`config.mk`:
```
export PLATFORM = sky130hd
export DESIGN_NAME = double_ended_queue_top_flat
export DESIGN_NICKNAME = d
export VERILOG_FILES = /design/src/sv/deq_pkg.sv /design/src/sv/deq_if.sv /design/src/sv/deq_ctrl.sv /design/src/sv/deq_dpath.sv /design/src/sv/double_ended_queue_top.sv /design/src/flat_wrapper.sv
export SDC_FILE = /design/constraint.sdc
export NUM_CORES = 1
export LEC_CHECK = 0
export CAP_MARGIN = 20
export CORE_MARGIN = 2
export CORE_UTILIZATION = 64
export CTS_CLUSTER_SIZE = 40
export DETAILED_ROUTE_END_ITERATION = 12
export DONT_BUFFER_PORTS = 1
export GPL_TIMING_DRIVEN = 0
export MAX_ROUTING_LAYER = met4
export PLACE_DENSITY_LB_ADDON = 0.12
export SYNTH_ARGS = -nofsm -noshare
export SYNTH_HDL_FRONTEND = slang
export SYNTH_SLANG_ARGS = --single-unit
```
`constraint.sdc`:
```
create_clock -name clk -period 5.71 [get_ports clk]
set_input_delay 0.571 -clock clk [delete_from_list [all_inputs] [get_ports clk]]
set_output_delay 0.571 -clock clk [all_outputs]
set_load 0.05 [all_outputs]
```
`src/sv/deq_pkg.sv`:
```
// Package with the sizes, codes, types and ring helpers of the double-ended queue.
package deq_pkg;

	localparam int DEPTH      = 16;
	localparam int DATA_WIDTH = 32;
	localparam int IDX_W      = (DEPTH > 1) ? $clog2(DEPTH) : 1;
	localparam int CNT_W      = $clog2(DEPTH + 1);
	localparam int SUM_W      = CNT_W + 1;

	localparam int OP_W     = 3;
	localparam int VALUE_W  = 32;
	localparam int COUNT_W  = 5;
	localparam int STATUS_W = 2;

	typedef logic [OP_W-1:0]       op_t;
	typedef logic [STATUS_W-1:0]   status_t;
	typedef logic [DATA_WIDTH-1:0] data_t;
	typedef logic [IDX_W-1:0]      idx_t;
	typedef logic [CNT_W-1:0]      cnt_t;

	localparam op_t OP_PUSH_REAR  = 3'd0;
	localparam op_t OP_PUSH_FRONT = 3'd1;
	localparam op_t OP_POP_FRONT  = 3'd2;
	localparam op_t OP_POP_REAR   = 3'd3;
	localparam op_t OP_QUERY      = 3'd4;

	localparam status_t ST_OK         = 2'd0;
	localparam status_t ST_POP_EMPTY  = 2'd1;
	localparam status_t ST_PUSH_FULL  = 2'd2;

	localparam cnt_t CNT_FULL = CNT_W'(DEPTH);

	typedef struct packed {
		logic exec;
		logic read;
		logic load;
	} deq_cmd_t;

	function automatic idx_t ring_wrap(input logic [SUM_W-1:0] sum);
		logic [SUM_W-1:0] wrapped;
		wrapped = (sum >= SUM_W'(DEPTH)) ? sum - SUM_W'(DEPTH) : sum;
		return wrapped[IDX_W-1:0];
	endfunction

endpackage

```
`src/sv/deq_if.sv`:
```
// Valid/ready channel interfaces for the request and the response words of the queue.
interface deq_req_if;
	logic                        valid;
	logic                        ready;
	deq_pkg::op_t                operation;
	logic signed [deq_pkg::VALUE_W-1:0] value;

	modport source (output valid, output operation, output value, input ready);
	modport sink (input valid, input operation, input value, output ready);
endinterface

interface deq_rsp_if;
	logic                               valid;
	logic                               ready;
	logic signed [deq_pkg::VALUE_W-1:0] front_value;
	logic signed [deq_pkg::VALUE_W-1:0] rear_value;
	logic [deq_pkg::COUNT_W-1:0]        element_count;
	logic                               is_empty;
	deq_pkg::status_t                   status;

	modport source (output valid, output front_value, output rear_value,
		output element_count, output is_empty, output status, input ready);
	modport sink (input valid, input front_value, input rear_value,
		input element_count, input is_empty, input status, output ready);
endinterface

```
`src/sv/deq_ctrl.sv`:
```
// Controller state machine that sequences accept, store read and response load.
module deq_ctrl (
	input  logic              clk,
	input  logic              arst_n,
	input  logic              req_valid,
	output logic              req_ready,
	output logic              rsp_valid,
	input  logic              rsp_ready,
	output deq_pkg::deq_cmd_t cmd
);

	localparam logic [1:0] ST_IDLE = 2'd0;
	localparam logic [1:0] ST_READ = 2'd1;
	localparam logic [1:0] ST_LOAD = 2'd2;

	logic [1:0] state_q;
	logic [1:0] state_next;
	logic       out_valid_q;
	logic       accept;
	logic       out_free;

	assign req_ready = (state_q == ST_IDLE);
	assign accept    = req_valid && req_ready;
	assign out_free  = !out_valid_q || rsp_ready;
	assign rsp_valid = out_valid_q;

	assign cmd.exec = accept;
	assign cmd.read = (state_q == ST_READ);
	assign cmd.load = (state_q == ST_LOAD) && out_free;

	always_comb begin
		state_next = state_q;
		case (state_q)
			ST_IDLE: begin
				if (accept) begin
					state_next = ST_READ;
				end
			end
			ST_READ: begin
				state_next = ST_LOAD;
			end
			ST_LOAD: begin
				if (out_free) begin
					state_next = ST_IDLE;
				end
			end
			default: begin
				state_next = ST_IDLE;
			end
		endcase
	end

	always_ff @(posedge clk or negedge arst_n) begin
		if (!arst_n) begin
			state_q     <= ST_IDLE;
			out_valid_q <= 1'b0;
		end else begin
			state_q <= state_next;
			if (cmd.load) begin
				out_valid_q <= 1'b1;
			end else if (rsp_ready) begin
				out_valid_q <= 1'b0;
			end
		end
	end

	a_accept_to_read: assert property (@(posedge clk) disable iff (!arst_n)
		accept |=> (state_q == ST_READ))
		else $error("accepted word did not start a store read");

	a_load_when_free: assert property (@(posedge clk) disable iff (!arst_n)
		(out_valid_q && !rsp_ready) |=> out_valid_q)
		else $error("pending response word was dropped");

endmodule

```
`src/sv/deq_dpath.sv`:
```
// Datapath with the ring store, head index, element count and response registers.
module deq_dpath (
	input  logic                               clk,
	input  logic                               arst_n,
	input  deq_pkg::deq_cmd_t                  cmd,
	input  deq_pkg::op_t                       operation,
	input  logic signed [deq_pkg::VALUE_W-1:0] value,
	output logic signed [deq_pkg::VALUE_W-1:0] front_value,
	output logic signed [deq_pkg::VALUE_W-1:0] rear_value,
	output logic [deq_pkg::COUNT_W-1:0]        element_count,
	output logic                               is_empty,
	output deq_pkg::status_t                   status
);

	deq_pkg::data_t   mem [deq_pkg::DEPTH];
	deq_pkg::idx_t    head_q;
	deq_pkg::cnt_t    count_q;
	deq_pkg::status_t status_q;
	deq_pkg::data_t   rd_front_q;
	deq_pkg::data_t   rd_rear_q;

	deq_pkg::data_t   word;
	deq_pkg::idx_t    head_prev;
	deq_pkg::idx_t    head_next;
	deq_pkg::idx_t    tail_addr;
	deq_pkg::idx_t    rear_addr;
	deq_pkg::idx_t    wr_addr;
	logic             wr_en;
	logic             is_full;
	logic             is_zero;
	deq_pkg::idx_t    head_d;
	deq_pkg::cnt_t    count_d;
	deq_pkg::status_t status_d;

	assign word      = deq_pkg::DATA_WIDTH'(unsigned'(value));
	assign is_full   = (count_q >= deq_pkg::CNT_FULL);
	assign is_zero   = (count_q == '0);
	assign head_prev = (head_q == '0) ? deq_pkg::IDX_W'(deq_pkg::DEPTH - 1) : head_q - 1'b1;
	assign head_next = (head_q == deq_pkg::IDX_W'(deq_pkg::DEPTH - 1)) ? '0 : head_q + 1'b1;
	assign tail_addr = deq_pkg::ring_wrap(deq_pkg::SUM_W'(head_q) + deq_pkg::SUM_W'(count_q));
	assign rear_addr = deq_pkg::ring_wrap(deq_pkg::SUM_W'(head_q)
		+ deq_pkg::SUM_W'(count_q - 1'b1));

	always_comb begin
		head_d   = head_q;
		count_d  = count_q;
		status_d = deq_pkg::ST_OK;
		wr_en    = 1'b0;
		wr_addr  = tail_addr;
		case (operation)
			deq_pkg::OP_PUSH_REAR: begin
				if (is_full) begin
					status_d = deq_pkg::ST_PUSH_FULL;
				end else begin
					wr_en   = 1'b1;
					count_d = count_q + 1'b1;
				end
			end
			deq_pkg::OP_PUSH_FRONT: begin
				wr_addr = head_prev;
				if (is_full) begin
					status_d = deq_pkg::ST_PUSH_FULL;
				end else begin
					wr_en   = 1'b1;
					head_d  = head_prev;
					count_d = count_q + 1'b1;
				end
			end
			deq_pkg::OP_POP_FRONT: begin
				if (is_zero) begin
					status_d = deq_pkg::ST_POP_EMPTY;
				end else begin
					head_d  = head_next;
					count_d = count_q - 1'b1;
				end
			end
			deq_pkg::OP_POP_REAR: begin
				if (is_zero) begin
					status_d = deq_pkg::ST_POP_EMPTY;
				end else begin
					count_d = count_q - 1'b1;
				end
			end
			default: begin
			end
		endcase
	end

	always_ff @(posedge clk) begin
		if (cmd.exec && wr_en) begin
			mem[wr_addr] <= word;
		end
		if (cmd.read) begin
			rd_front_q <= mem[head_q];
			rd_rear_q  <= mem[rear_addr];
		end
	end

	always_ff @(posedge clk or negedge arst_n) begin
		if (!arst_n) begin
			head_q   <= '0;
			count_q  <= '0;
			status_q <= deq_pkg::ST_OK;
		end else if (cmd.exec) begin
			head_q   <= head_d;
			count_q  <= count_d;
			status_q <= status_d;
		end
	end

	always_ff @(posedge clk) begin
		if (cmd.load) begin
			front_value   <= is_zero ? '0 : deq_pkg::VALUE_W'(rd_front_q);
			rear_value    <= is_zero ? '0 : deq_pkg::VALUE_W'(rd_rear_q);
			element_count <= deq_pkg::COUNT_W'(count_q);
			is_empty      <= is_zero;
			status        <= status_q;
		end
	end

	a_count_bound: assert property (@(posedge clk) disable iff (!arst_n)
		count_q <= deq_pkg::CNT_FULL)
		else $error("element count exceeds the ring depth");

	a_head_bound: assert property (@(posedge clk) disable iff (!arst_n)
		head_q <= deq_pkg::IDX_W'(deq_pkg::DEPTH - 1))
		else $error("head index outside the ring");

	a_full_push_holds: assert property (@(posedge clk) disable iff (!arst_n)
		(cmd.exec && is_full && (operation == deq_pkg::OP_PUSH_REAR
			|| operation == deq_pkg::OP_PUSH_FRONT))
		|=> ($stable(count_q) && $stable(head_q) && status_q == deq_pkg::ST_PUSH_FULL))
		else $error("push on a full queue changed the state");

endmodule

```
`src/sv/double_ended_queue_top.sv`:
```
// Top level of the bounded double-ended queue: controller, datapath and channel wiring.
//
//   channel  dir  contents
//   req      in   operation, value
//   rsp      out  front_value, rear_value, element_count, is_empty, status
//
// Each request word passes through accept and update, ring store read and response load, in that order.
// The ring store is read at the front and the rear address after the update.
// The response register lets the next request be accepted while a response word waits.
// A stalled response holds the controller in its load state until the register frees.
// Reset clears the head index, element count and handshake state; the store is not cleared.
module double_ended_queue_top (
	input logic         clk,
	input logic         arst_n,
	deq_req_if.sink     req,
	deq_rsp_if.source   rsp
);

	deq_pkg::deq_cmd_t cmd;

	deq_ctrl u_ctrl (
		.clk       (clk),
		.arst_n    (arst_n),
		.req_valid (req.valid),
		.req_ready (req.ready),
		.rsp_valid (rsp.valid),
		.rsp_ready (rsp.ready),
		.cmd       (cmd)
	);

	deq_dpath u_dpath (
		.clk           (clk),
		.arst_n        (arst_n),
		.cmd           (cmd),
		.operation     (req.operation),
		.value         (req.value),
		.front_value   (rsp.front_value),
		.rear_value    (rsp.rear_value),
		.element_count (rsp.element_count),
		.is_empty      (rsp.is_empty),
		.status        (rsp.status)
	);

endmodule

```
`src/flat_wrapper.sv`:
```
// flat-port wrapper written by rule: the top's interface ports become plain ports
module double_ended_queue_top_flat 
  (clk, arst_n, req_valid, req_operation, req_value, req_ready, rsp_valid, rsp_front_value, rsp_rear_value, rsp_element_count, rsp_is_empty, rsp_status, rsp_ready);
  deq_req_if req_i ();
  deq_rsp_if rsp_i ();
  input logic clk;
  input logic arst_n;
  input wire logic [$bits(req_i.valid)-1:0] req_valid;
  input wire logic [$bits(req_i.operation)-1:0] req_operation;
  input wire logic [$bits(req_i.value)-1:0] req_value;
  output wire logic [$bits(req_i.ready)-1:0] req_ready;
  output wire logic [$bits(rsp_i.valid)-1:0] rsp_valid;
  output wire logic [$bits(rsp_i.front_value)-1:0] rsp_front_value;
  output wire logic [$bits(rsp_i.rear_value)-1:0] rsp_rear_value;
  output wire logic [$bits(rsp_i.element_count)-1:0] rsp_element_count;
  output wire logic [$bits(rsp_i.is_empty)-1:0] rsp_is_empty;
  output wire logic [$bits(rsp_i.status)-1:0] rsp_status;
  input wire logic [$bits(rsp_i.ready)-1:0] rsp_ready;
  assign req_i.valid = req_valid;
  assign req_i.operation = req_operation;
  assign req_i.value = req_value;
  assign req_ready = req_i.ready;
  assign rsp_valid = rsp_i.valid;
  assign rsp_front_value = rsp_i.front_value;
  assign rsp_rear_value = rsp_i.rear_value;
  assign rsp_element_count = rsp_i.element_count;
  assign rsp_is_empty = rsp_i.is_empty;
  assign rsp_status = rsp_i.status;
  assign rsp_i.ready = rsp_ready;
  double_ended_queue_top u_core (.clk(clk), .arst_n(arst_n), .req(req_i), .rsp(rsp_i));
endmodule
```
==> impl_metrics.py <==
metrics = {
    "grt": {
        "overflow": 0,
        "grt_pass1_wl_mm": 111,
        "track_usage": 0.348,
        "grt_pass1_vias": 16400,
        "grt_start_max_net_pins": 43,
        "antenna_found_initial": 3,
    },
    "status": {
        "status": "finished clean",
    },
    "timing": {
        "fin_crit_sh": 0.887,
        "final-hold-violation-count": 0,
        "fmax_mhz": 198,
        "fin_skew_ns": 0.0161,
        "tightest_slew_ns": 1.27,
        "rsz0062_at_grt": "no",
        "fin_crit_ns": 5.06,
        "finalSetupViolCount": 0,
        "setup_slack_ns": 0.648,
        "final_max_slew_viol_count": 0,
        "slew_headroom": 0.144,
    },
    "finish": {
        "fin_util": 0.726,
        "drive_gt1_frac": 0.279,
        "fin_nets": 1629,
        "syn_to_final_growth_pct": 12.8,
        "layout_common_cells": "648 x edfxtp_1, 255 x mux4_2, 72 x clkbuf_16",
        "mostFrequentLayoutCell": "edfxtp_1",
    },
    "cts": {
        "clk_pin_slew_ns": 0.06,
        "postCtsHoldBufs": 1,
        "cts_tree": "built",
        "h-tree-depth": 3,
        "cts_inserted_buffers": 69,
        "clock_latency_ns": 0.61,
        "clk_path_buf_depth": 3,
        "cts.sinks": 662,
        "root_buffer": "clkbuf_16",
        "cts_setup_buffers": 0,
        "cts-resized-gates": 0,
    },
    "power": {
        "p_leak_nw": 10.5,
        "intPower_w": 0.0137,
        "clock_power_share": 0.196,
        "ir_worst_vdd_v": 0.000594,
        "p_per_area_nw_per_um2": 678,
        "p_comb_frac": 0.494,
        "seqPwrFrac": 0.310,
        "switchingPower_w": 0.00850,
        "p_sw_frac": 0.383,
    },
    "critical_path": {
        "crit_path_end_kind": "flip-flop",
        "worstPathCellList": "clkbuf_1 > inv_1 > clkbuf_1 > ha_1 > inv_1 > ha_1 > inv_1 > fa_1 > xnor2_1 > xnor2_1 > buf_4 > mux4_2",
        "cp_slowest_cell": "xnor2_1",
        "cp_common_cell": "inv_1",
        "regToRegSetupSlack_ns": 0.65,
        "slowest_delay_ns": 0.98,
        "path_delay_family": "buffers and inverters",
        "worst-path-buf-inv": 6,
        "worst-setup-path-type": "reg -> reg",
        "cp-start-kind": "flip-flop",
        "path_max_fanout": 11,
        "ff2ff_path_depth": 12,
        "r2r_start": "u_core.u_dpath.head_q[1]",
        "cp.required_ns": 6.03,
        "rr_endpoint": "u_core.u_dpath.rd_rear_q[30]",
        "cp.arrival_ns": 5.38,
    },
    "placement": {
        "place.gp.congestion": 0.901,
        "port-buffer-count": 0,
        "dp.final_hpwl_mm": 49.4,
        "dpl_worst_slack_ns": 0.841,
    },
    "synth": {
        "syn-num-nets": 1519,
        "async_flop_share": 0.0211,
        "ys_seq_elements": 662,
        "synth_cell_type_count": 49,
        "syn-cell-area_um2": 29000,
        "synthFlopType": "edfxtp_1",
        "synth_edf_count": 648,
        "yosys_warnings": 0,
        "ys_seq_area_frac": 0.682,
        "netlist_instances": 1465,
        "syn_area_per_cell_um2": 19.8,
    },
    "drt": {
        "drt_pre_antenna_iters": 6,
        "wl_per_cell_um": 34.4,
        "drt_iter0_drc": 2668,
        "viasPerCell": 7.24,
        "antenna_left": 0,
        "wl_mm": 76.8,
        "vias": 16100,
        "drc": 0,
    },
    "floorplan": {
        "core_um2": 45100,
        "dieWidth_um": 217,
        "io_pins": 113,
        "num_rows": 78,
        "design.die.area_um2": 47100,
        "initial_core_util": 0.644,
        "die_height_um": 217,
    },
    "min_path": {
        "hold_path.class": "in -> reg",
        "hp-start": "req_value[13]",
        "whs_path_depth": 0,
        "hold_path_end": "u_core.u_dpath.mem[6][13]",
    },
    "job": {
        "cap_violations": 0,
    },
}
metal layers:
metal  vias up  GRT usage  share of wire  wire length, um
met3       206     0.0843           0.12             9120
met2      1223      0.514           0.48            36500
li1       6390          -              -                -
met4         0      0.142          0.038             2940
met1      8330      0.476           0.37            28300
met5         -          -              0                0
power by group through the flow:
stage	sequential, W	combinational (W)	clock, W
after floorplan	0.00692	0.00739	0
after global placement	0.00699	0.0105	0
after detailed placement	0.00697	0.0108	0
after CTS	0.00688	0.0109	0.00438
after global routing	0.00691	0.0114	0.00455
final	0.00687	0.0110	0.00435
sequential cells by signal, summed over array words and instances (netlist names), 4 cells and up:
register / flops
u_core.u_dpath.count_q: 5
u_core.u_dpath.element_count: 5
u_core.u_dpath.front_value: 32
u_core.u_dpath.head_q: 4
u_core.u_dpath.mem: 512
u_core.u_dpath.rd_front_q: 32
u_core.u_dpath.rd_rear_q: 32
u_core.u_dpath.rear_value: 32
kinds of logic (layout without fill, tap and decap cells):
group,count (synthesis),in the layout,synth area share
DFF,662,662,0.682
adders and majority gates,15,15,0.00724
buffers and inverters,105,268,0.0159
muxes,327,327,0.223
other,0,3,0
and+or+nand+nor,215,215,0.0382
AOI/OAI and AO/OA,127,127,0.0292
xor gates and xnor gates,14,14,0.00422
worst max-delay path by stage:
stage                                   from                           end  slack, ns  cells past startpoint
floorplan           u_core.u_dpath.head_q[1]      u_core.u_dpath.mem[4][0]       0.97                      9
global placement    u_core.u_dpath.head_q[1]     u_core.u_dpath.mem[4][16]      -3.14                      9
detailed placement  u_core.u_dpath.head_q[1]  u_core.u_dpath.rd_rear_q[19]       0.84                     12
CTS                 u_core.u_dpath.head_q[1]  u_core.u_dpath.rd_rear_q[30]       0.80                     12
global route        u_core.u_dpath.head_q[1]  u_core.u_dpath.rd_rear_q[30]       0.56                     12
finish              u_core.u_dpath.head_q[1]  u_core.u_dpath.rd_rear_q[30]       0.65                     12
final cells by class:
class                      count  area [um2]
sequential                   662       19800
fill                        2633       12400
multi-input combinational    698        8870
clock buffer                  85        1850
tap                          600         751
timing repair buffer          39         667
buffer                        93         418
clock inverter                39         315
inverter                      12        45.0
antenna                        3        7.51
per-stage QoR:
stage	total power, W	instances	cell area [um2]	hold slack, ns	TNS, ns
final	0.0222	2231	32700	0.0530	0
after global placement	0.0175	2065	29800	0.276	-569.66
after detailed placement	0.0177	2101	30500	0.276	0
after global routing	0.0229	2231	32700	0.0455	0
after CTS	0.0222	2226	32700	0.0322	0
after floorplan	0.0143	1465	29000	0.275	0
cells in the mapped netlist, types with 2 or more instances:
cell type	n	area, um2
a21o_1	3	22.5
a21oi_1	34	170
a221oi_1	6	52.6
a22oi_1	32	240
a31oi_1	2	12.5
and2_1	2	12.5
and2b_1	7	52.6
and3_1	3	18.8
buf_1	8	30.0
buf_2	37	185
buf_4	4	30.0
clkbuf_1	43	161
dfrtp_1	14	350
edfxtp_1	648	19500
fa_1	3	60.1
ha_1	12	150
inv_1	11	41.3
mux2i_1	70	701
mux4_2	255	5740
nand2_1	64	240
nand2b_1	2	12.5
nand3_1	30	150
nand3b_1	2	15.0
nor2_1	23	86.3
nor2b_1	64	400
nor3_1	7	35.0
nor3b_1	2	15.0
o211ai_1	27	203
o21ai_0	17	85.1
or4_1	2	15.0
xnor2_1	9	78.8
xor2_1	5	43.8
(Power assumes the default switching activity.)
